==> src/rtl/core/locm_pkg.sv <==
// Shared types and constants for the lock order cycle monitor.
// Holds the item structs, opcode and status codes, FSM state type and the
// controller/datapath command and flag structs. No dependencies.
`default_nettype none

package locm_pkg;

   // Default sizes
   localparam int NUM_LOCKS_DEF   = 16;
   localparam int STACK_DEPTH_DEF = 16;

   // Field widths
   localparam int OP_W    = 2;
   localparam int ID_W    = 4;
   localparam int STAT_W  = 2;
   localparam int CNT_W   = 5;
   // Compare width for the lock range check (holds any lock count up to 127)
   localparam int RANGE_W = 7;

   // Opcodes
   localparam logic [OP_W-1:0] OP_ACQUIRE = 2'd0;
   localparam logic [OP_W-1:0] OP_RELEASE = 2'd1;
   localparam logic [OP_W-1:0] OP_QUERY   = 2'd2;

   // Status codes
   localparam logic [STAT_W-1:0] STAT_OK       = 2'd0;
   localparam logic [STAT_W-1:0] STAT_NOT_TOP  = 2'd1;
   localparam logic [STAT_W-1:0] STAT_EMPTY    = 2'd2;
   localparam logic [STAT_W-1:0] STAT_OVERFLOW = 2'd3;

   typedef struct packed {
      logic [OP_W-1:0] op;
      logic [ID_W-1:0] lock_id;
   } req_type;

   typedef struct packed {
      logic [STAT_W-1:0] status;
      logic              cycle_found;
      logic [CNT_W-1:0]  held_count;
   } rsp_type;

   typedef enum logic [2:0] {
      FSM_IDLE,
      FSM_EDGE_WR,
      FSM_POP_LD,
      FSM_REACH,
      FSM_PEEL,
      FSM_RESULT
   } state_type;

   // Controller to datapath
   typedef struct packed {
      logic              capture;    // latch item, status code
      logic [STAT_W-1:0] status;
      logic              push;
      logic              pop;
      logic              edge_wr;    // write back edge row of old top
      logic              load_top;   // reload top of stack after pop
      logic              init_reach; // start reachability sweep from root
      logic              init_peel;  // start sink peeling on reached set
      logic              sweep;      // sweep counter runs, rows processed
      logic              peel_mode;
      logic              finish;     // latch cycle flag from peel result
      logic              load_rsp;
   } cmd_type;

   // Datapath to controller
   typedef struct packed {
      logic is_acq;
      logic is_rel;
      logic is_qry;
      logic full;
      logic empty;
      logic in_range;
      logic top_match;
      logic root_valid;
      logic pass_end;
      logic pass_changed;
   } flag_type;

endpackage

`default_nettype wire

==> src/rtl/core/locm_ctrl.sv <==
// Controller FSM of the lock order cycle monitor: sequences acquire,
// release and query items and owns the handshakes. Uses locm_pkg.
`default_nettype none

module locm_ctrl (
   input  wire logic               clock,
   input  wire logic               reset,
   input  wire logic               req_valid,
   output logic                    req_stall,
   output logic                    rsp_valid,
   input  wire logic               rsp_stall,
   input  wire locm_pkg::flag_type flags,
   output locm_pkg::cmd_type       cmd
);

   locm_pkg::state_type state_ff, state_in;
   logic                rsp_valid_ff, rsp_valid_in;
   logic                sweep_done;

   // A sweep phase ends after a full pass that changed nothing
   assign sweep_done = flags.pass_end && !flags.pass_changed;

   // Next state
   always_comb begin
      state_in = state_ff;
      unique case (state_ff)
         locm_pkg::FSM_IDLE: begin
            if (req_valid) begin
               state_in = locm_pkg::FSM_RESULT;
               if (flags.is_acq && !flags.full && flags.in_range && !flags.empty) begin
                  state_in = locm_pkg::FSM_EDGE_WR;
               end else if (flags.is_rel && !flags.empty && flags.top_match) begin
                  state_in = locm_pkg::FSM_POP_LD;
               end else if (flags.is_qry && flags.root_valid) begin
                  state_in = locm_pkg::FSM_REACH;
               end
            end
         end
         locm_pkg::FSM_EDGE_WR: state_in = locm_pkg::FSM_RESULT;
         locm_pkg::FSM_POP_LD:  state_in = locm_pkg::FSM_RESULT;
         locm_pkg::FSM_REACH: begin
            if (sweep_done) begin
               state_in = locm_pkg::FSM_PEEL;
            end
         end
         locm_pkg::FSM_PEEL: begin
            if (sweep_done) begin
               state_in = locm_pkg::FSM_RESULT;
            end
         end
         locm_pkg::FSM_RESULT: begin
            if (!rsp_valid_ff || !rsp_stall) begin
               state_in = locm_pkg::FSM_IDLE;
            end
         end
         default: state_in = locm_pkg::FSM_IDLE;
      endcase
   end

   // Commands
   always_comb begin
      cmd = '0;
      cmd.status = locm_pkg::STAT_OK;
      unique case (state_ff)
         locm_pkg::FSM_IDLE: begin
            if (req_valid) begin
               cmd.capture = 1'b1;
               if (flags.is_acq) begin
                  if (flags.full) begin
                     cmd.status = locm_pkg::STAT_OVERFLOW;
                  end else if (flags.in_range) begin
                     cmd.push = 1'b1;
                  end
               end else if (flags.is_rel) begin
                  if (flags.empty) begin
                     cmd.status = locm_pkg::STAT_EMPTY;
                  end else if (!flags.top_match) begin
                     cmd.status = locm_pkg::STAT_NOT_TOP;
                  end else begin
                     cmd.pop = 1'b1;
                  end
               end else if (flags.is_qry) begin
                  cmd.init_reach = flags.root_valid;
               end
            end
         end
         locm_pkg::FSM_EDGE_WR: cmd.edge_wr = 1'b1;
         locm_pkg::FSM_POP_LD:  cmd.load_top = 1'b1;
         locm_pkg::FSM_REACH: begin
            cmd.sweep     = 1'b1;
            cmd.init_peel = sweep_done;
         end
         locm_pkg::FSM_PEEL: begin
            cmd.sweep     = 1'b1;
            cmd.peel_mode = 1'b1;
            cmd.finish    = sweep_done;
         end
         locm_pkg::FSM_RESULT: cmd.load_rsp = !rsp_valid_ff || !rsp_stall;
         default: cmd = '0;
      endcase
   end

   // Output register valid
   assign rsp_valid_in = cmd.load_rsp | (rsp_valid_ff & rsp_stall);

   always_ff @(posedge clock) begin
      if (reset) begin
         state_ff     <= locm_pkg::FSM_IDLE;
         rsp_valid_ff <= 1'b0;
      end else begin
         state_ff     <= state_in;
         rsp_valid_ff <= rsp_valid_in;
      end
   end

   assign req_stall = (state_ff != locm_pkg::FSM_IDLE);
   assign rsp_valid = rsp_valid_ff;

endmodule

`default_nettype wire

==> config.mk <==
export PLATFORM = sky130hd
export DESIGN_NAME = locm_ctrl
export DESIGN_NICKNAME = d
export VERILOG_FILES = /design/src/rtl/core/locm_pkg.sv /design/src/rtl/core/locm_ctrl.sv
export SDC_FILE = /design/constraint.sdc
export NUM_CORES = 1
export LEC_CHECK = 0
export ABC_AREA = 1
export ABC_CLOCK_PERIOD_IN_PS = 2740
export BUFFER_PORTS_ARGS = -buffer_cell sky130_fd_sc_hd__buf_2
export CAP_MARGIN = 15
export CORE_AREA = 2 2 39 41
export DETAILED_ROUTE_END_ITERATION = 16
export DIE_AREA = 0 0 41 43
export GPL_ROUTABILITY_DRIVEN = 0
export SKIP_LAST_GASP = 1
export SYNTH_ARGS = -nofsm -noshare
export SYNTH_HDL_FRONTEND = slang
export SYNTH_SLANG_ARGS = --single-unit
==> constraint.sdc <==
create_clock -name clock -period 2.74 [get_ports clock]
set_clock_uncertainty 0.05 [all_clocks]
set_input_delay 0.548 -clock clock [delete_from_list [all_inputs] [get_ports clock]]
set_output_delay 0.548 -clock clock [all_outputs]
set_load 0.03 [all_outputs]
==> results.toml, run 1 <==
[worst_setup_path]
worst-endpoint-required_ns = 2.14
worstPathCellList = "inv_1, nand2_2, nor2_2, nand2_1, nor4_1, buf_2"
path_class = "flop to output port"
crit_start = "state_ff[1]"
crit_path_end_kind = "output port"
timing.critical_path.slowest_cell_delay_ns = 0.32
critical_path.slowest_cell = "dfxtp_1"
arrival_ns = 1.55
cp_max_fo = 6
worst_setup_path_start_kind = "flop"
cp_top_family = "simple AND/OR/NAND/NOR gates"
cp_num_buf_inv = 2
r2r_start = "state_ff[2]"

[cells_and_area]
fill_cells = 161
antennaDiodeCount = 0
final_nets = 122
multi_input_comb_area_sq_um = 266.5
area_growth_pct = 45.77
regArea_sq_um = 80.08
drive_gt1_share_pct = 39.62

[clocking]
h-tree-depth = 1
cts_tree = "built"
cts_resized = 0
cts_buffers = 3
clock_path_buffers = 2
postCtsSetupBuffers = 0
holdBufCountCts = 0
cts_root_buf = "clkbuf_4"
clk_pin_slew_ns = 0.04
clk_latency_ns = 0.23
cts.sinks = 4

[timing]
max_freq_mhz = 466.2
period_minus_slack_ns = 2.145
finalSetupViolations = 0
grt_setup_unrepaired = "no"
fin_setup_tns_ns = 0
max_slew_margin_pct = 81.28
final_hold_viol_count = 0
drv_slew = 0
layout_setup_ws_ns = 0.5949
period_share_pct = 78.29
worst_slew_pin_slew_ns = 0.2798

[hold_path]
hold_class = "flop to flop"
min_from = "rsp_valid"

[synth]
synth_cell_types = 14
synth.area.mux_share_pct = 0
syn_area_sq_um = 399.1
mappedNetlistNets = 89
synth_compound_area_share_pct = 9.718
yosysTopAreaCellShare_pct = 20.06
synth_fa_ha_area_share_pct = 0
synth-xor-area-share_pct = 0
ys_seq_area_share_pct = 20.06
ys_top_cells_by_count = "18 x nand2_1, 12 x inv_1, 11 x nor2_1, 7 x nand3_1, 6 x a21oi_1"
synthSimpleGateAreaFrac_pct = 57.05
avgSynthCellArea_sq_um = 5.322
netlist_top_cells_area = "dfxtp_1 20%, nand2_1 17%, inv_1 11%"
async_reset_ff_share_pct = 0
ys_ff_latch = 4
synth-edff-count = 0
synth_most_common_cell = "nand2_1"
yosys_warnings = 0
ys.flop_type = "dfxtp_1"
synth_top_cell_by_area = "dfxtp_1"
synth_top_family_by_area = "simple AND/OR/NAND/NOR gates"
synthCells = 75

[placement]
portBuffers = 28
place_ws_ns = 0.8068
hpwl_um = 873.7

[floorplan]
initial_core_util_pct = 28.84
pin_count = 29
rows = 14
die_w_um = 41
core_area_sq_um = 1384
die_area_sq_um = 1763
chipHeight_um = 43

[detailed_routing]
final_antenna_net_count = 0
wl_met3_um = 66
routed_wl_um = 993
route.layer.met1.wl_um = 399
drt-initial-drc-count = 8
vias_per_cell = 4.484
wl_per_cell_um = 8.139
top_layer = "met3"
dr_wl_met2_um = 527
drc = 0
num_vias = 547
dr.pass1.iters = 3

[power]
power_density_nw_per_um2 = 870.0
power.leakage_nw = 0.3725
peakVddDrop_mv = 0.3375
power_mw = 0.5062

[global_routing]
grt_overflow = 0
grt_max_degree = 8
grt_pass1_vias = 479
grt_pass1_wl_mm = 1.697
antenna_found_initial = 0
grt_usage_pct = 13.35

[run]
max-cap-violations = 0

[run_status]
status = "completed"
==> logic make-up (layout without fill, tap and decap cells) <==
logic type             after synthesis  after routing
AND/OR/NAND/NOR                     50             50
buffers and inverters               14             45
AO/OA/AOI/OAI                        7              7
flip-flops                           4              4
==> cells in the final DEF, fill, tap and decap left out, drive strengths merged <==
cell type / synthesis / layout
inv: 14 / 14
clkbuf: 0 / 3
or2: 1 / 1
buf: 0 / 28
nor2: 15 / 15
nand2: 22 / 22
dfxtp: 4 / 4
nor4: 1 / 1
nand3: 7 / 7
nor3: 3 / 3
a21oi: 7 / 7
nand4: 1 / 1
==> power breakdown <==
| part | internal [mW] | switching (mW) |
|---|---|---|
| registers | 0.0748 | 0.0220 |
| logic | 0.104 | 0.236 |
| clock network | 0.0487 | 0.0207 |
==> layer usage <==
layer / up-vias / track usage (%)
met5: - / 0
met4: 0 / 6.000
met3: 0 / 1.571
met2: 17 / 21.25
met1: 230 / 17.04
li1: 300 / -
==> tightest hold or removal path: stages, from the launching register on <==
cell and delay, ns:
dfxtp_1 0.30, nand2_1 0.07, a21oi_1 0.06
==> path summary, 6_finish.rpt <==
kind | endpoint | slack [ns] | cells after the start
setup / recovery | cmd[5] | 0.59 | 6
hold / removal | rsp_valid | 0.44 | 2
setup reg to reg | state_ff[2] | 1.50 | 7
hold reg to reg | rsp_valid | 0.44 | 2
==> per-stage QoR <==
stage / std cells / util (%) / area, sq um / hold WS (ns)
after floorplan: 75 / - / 399.1 / 0.4822
after global placement: 119 / 40.42 / 559.3 / 0.4225
after detailed placement: 119 / 40.42 / 559.3 / 0.4353
after CTS: 122 / 42.04 / 581.8 / 0.4407
after global routing: 122 / 42.04 / 581.8 / 0.4697
final: 122 / 42.04 / 581.8 / 0.4356
==> cell type report <==
class / instances / area share (%)
Clock buffer: 3 / 3.871
Inverter: 14 / 9.032
Multi-Input combinational cell: 57 / 45.81
Sequential cell: 4 / 13.76
Tap cell: 16 / 3.441
Timing Repair Buffer: 28 / 24.09
==> registers in the layout, indices dropped and copies added (netlist names) <==
signal	flops
rsp_valid	1
state_ff	3
No activity file was read; power rests on OpenSTA's default activity.
==> run 2: changes to the inputs <==
--- a/config.mk
+++ b/config.mk
@@ -5,14 +5,15 @@
 export SDC_FILE = /design/constraint.sdc
 export NUM_CORES = 1
 export LEC_CHECK = 0
-export ABC_AREA = 1
-export ABC_CLOCK_PERIOD_IN_PS = 2740
+export ABC_AREA = 0
+export ABC_CLOCK_PERIOD_IN_PS = 2200
 export BUFFER_PORTS_ARGS = -buffer_cell sky130_fd_sc_hd__buf_2
 export CAP_MARGIN = 15
 export CORE_AREA = 2 2 39 41
 export DETAILED_ROUTE_END_ITERATION = 16
 export DIE_AREA = 0 0 41 43
 export GPL_ROUTABILITY_DRIVEN = 0
+export PLACE_DENSITY = 0.65
 export SKIP_LAST_GASP = 1
 export SYNTH_ARGS = -nofsm -noshare
 export SYNTH_HDL_FRONTEND = slang
==> constraint.sdc (replaced) <==
create_clock -name clock -period 2.2 [get_ports clock]
set_clock_uncertainty 0.05 [all_clocks]
set_input_delay 0.44 -clock clock [delete_from_list [all_inputs] [get_ports clock]]
set_output_delay 0.44 -clock clock [all_outputs]
set_load 0.03 [all_outputs]
==> run 2 against run 1 <==
- first-iteration DRC count rose by 50%
- largest cell class unchanged
- critical endpoint unchanged
- global-route usage rose by 0.70 points
- critical path type unchanged
- clock-buffer cell count did not move
- sequential cell count did not move
- sequential share of layout area fell by 0.46 points
- core utilization rose by 1.4 points
- synthesized area rose by 10%
- setup slack got worse by 0.42 ns
==> results.toml, run 2 <==
[run_status]
status = "completed"

[placement]
portBuffers = 28
hpwl_um = 901.4
dp_cells = 103
post_dp_cell_area_sq_um = 576.8

[synth]
yosysTopAreaCellShare_pct = 18.23
synth_fa_ha_area_share_pct = 2.564
mappedNetlistNets = 75
synthSimpleGateAreaFrac_pct = 38.75
synth_top_family_by_area = "simple AND/OR/NAND/NOR gates"
synth_most_common_cell = "nor2_1"
syn_area_sq_um = 439.2
avgSynthCellArea_sq_um = 7.200
ys_ff_latch = 4
synth-xor-area-share_pct = 0
ys_top_cells_by_count = "9 x nor2_1, 7 x nand2_1, 6 x a21oi_1"
yosys_warnings = 0
synth_top_cell_by_area = "dfxtp_1"
ys.flop_type = "dfxtp_1"
synth_cell_types = 27
ys_seq_area_share_pct = 18.23
netlist_top_cells_area = "dfxtp_1 18%, nor2_1 7.7%, a21oi_1 6.8%"
async_reset_ff_share_pct = 0
synth-edff-count = 0
synth.area.mux_share_pct = 0
synthCells = 61
synth_compound_area_share_pct = 30.20

[worst_setup_path]
cp_top_family = "simple AND/OR/NAND/NOR gates"
path_class = "flop to output port"
critical_path.slowest_cell = "dfxtp_1"
crit_path_end_kind = "output port"
crit_start = "state_ff[1]"
worstPathCellList = "nor3_4, nand2_2, nor4_1, buf_2"
worst-endpoint-required_ns = 1.71
cp_num_buf_inv = 1
timing.critical_path.slowest_cell_delay_ns = 0.41
arrival_ns = 1.54
r2r_start = "state_ff[2]"
cp_max_fo = 10
worst_setup_path_start_kind = "flop"

[timing]
max_slew_margin_pct = 72.31
fin_hold_ws_ns = 0.3895
grt_setup_unrepaired = "no"
final_hold_viol_count = 0
finalSetupViolations = 0
max_freq_mhz = 493.4
fin_setup_tns_ns = 0
drv_slew = 0
period_minus_slack_ns = 2.027
worst_slew_pin_slew_ns = 0.4148
period_share_pct = 92.12

[global_routing]
use_met2_pct = 21.25
use_met1_pct = 18.01
grt_busiest_layer = "met2"
antenna_found_initial = 0
grt_overflow = 0
grt_pass1_vias = 434
use_met3_pct = 5.236
grt_pass1_wl_mm = 1.752
grt_usage_pct = 14.06
grt_max_degree = 13

[clocking]
cts_tree = "built"
postCtsSetupBuffers = 0
holdBufCountCts = 0
cts_root_buf = "clkbuf_4"
cts.sinks = 4
cts_resized = 0
clk_latency_ns = 0.23
clock_path_buffers = 2
cts_buffers = 3
h-tree-depth = 1
clk_pin_slew_ns = 0.04

[floorplan]
initial_core_util_pct = 31.74
die_w_um = 41
pin_count = 29
rows = 14
chipHeight_um = 43
core_area_sq_um = 1384
die_area_sq_um = 1763

[detailed_routing]
drt-initial-drc-count = 12
wl_per_cell_um = 10.53
final_antenna_net_count = 0
drc = 0
dr.pass1.iters = 4
routed_wl_mm = 1.116
num_vias = 540
vias_per_cell = 5.094

[power]
peakVddDrop_mv = 0.3624
power_mw = 0.6974
power_density_nw_per_um2 = 1159
power.leakage_nw = 0.3142

[cells_and_area]
layout_common_cells = "28 x buf_2, 9 x nor2_1, 6 x nand2_1, 6 x a21oi_1"
largest_reg_flops = 3
antennaDiodeCount = 0
fill_cells = 158
final_common_cell = "buf_2"
area_growth_pct = 37.04
largest_register = "state_ff"
fin_cells = 106
drive_gt1_share_pct = 40.00
final_nets = 106
design_area_sq_um = 601.8

[run]
max-cap-violations = 0

[hold_path]
hold_class = "input pin to flop"
min_from = "reset"
==> run 2: changes by cell type after synthesis, sizes merged, moves of 4 or more <==
cell and change:
nand3 -7, nand2 -15, nor2 -6, inv -10, nand3b +4
==> run 2: layout make-up <==
| type | instances | area [sq um] | share of cell area, % |
|---|---|---|---|
| Multi-Input combinational cell | 50 | 316.6 | 52.60 |
| Clock buffer | 3 | 22.52 | 3.742 |
| Timing Repair Buffer | 29 | 147.6 | 24.53 |
| Inverter | 4 | 15.01 | 2.495 |
| Sequential cell | 4 | 80.08 | 13.31 |
| Tap cell | 16 | 20.02 | 3.326 |
==> run 2: path summary, 6_finish.rpt <==
kind	end	slack, ns	depth (start not counted)
max reg2reg	state_ff[0]	0.69	4
min	rsp_valid	0.39	2
min reg2reg	rsp_valid	0.51	2
max	cmd[5]	0.17	4
==> run 2: metrics by stage <==
| stage | worst slack [ns] | util, % |
|---|---|---|
| 3_5_place_dp | 0.2552 | 41.68 |
| 2_1_floorplan | -0.02155 | - |
| 3_3_place_gp | 0.2886 | 41.68 |
| 4_1_cts | 0.09747 | 43.31 |
| 5_1_grt | 0.04713 | 43.49 |
| 6_report | 0.1733 | 43.49 |
==> run 2: cells by family (layout without fill, tap and decap cells) <==
group / count (synthesis) / count (layout)
buffers and inverters: 7 / 36
flip-flops: 4 / 4
AO/OA/AOI/OAI: 19 / 19
AND/OR/NAND/NOR: 30 / 30
adder cells (fa/ha/maj): 1 / 1
==> run 2: power by group <==
part | internal [mW] | leakage, nW | total, mW | switching, mW
clock | 0.0608 | 0.0138 | 0.0885 | 0.0277
combinational | 0.167 | 0.267 | 0.463 | 0.296
sequential | 0.0966 | 0.0330 | 0.146 | 0.0493
total | 0.325 | 0.314 | 0.697 | 0.373
==> run 2: per-layer routing <==
metal	wire, um	vias to the layer above	share of wire [%]
met1	489	228	44
met3	118	0	11
li1	-	283	-
met2	509	29	46
met5	0	-	0
met4	0	0	0
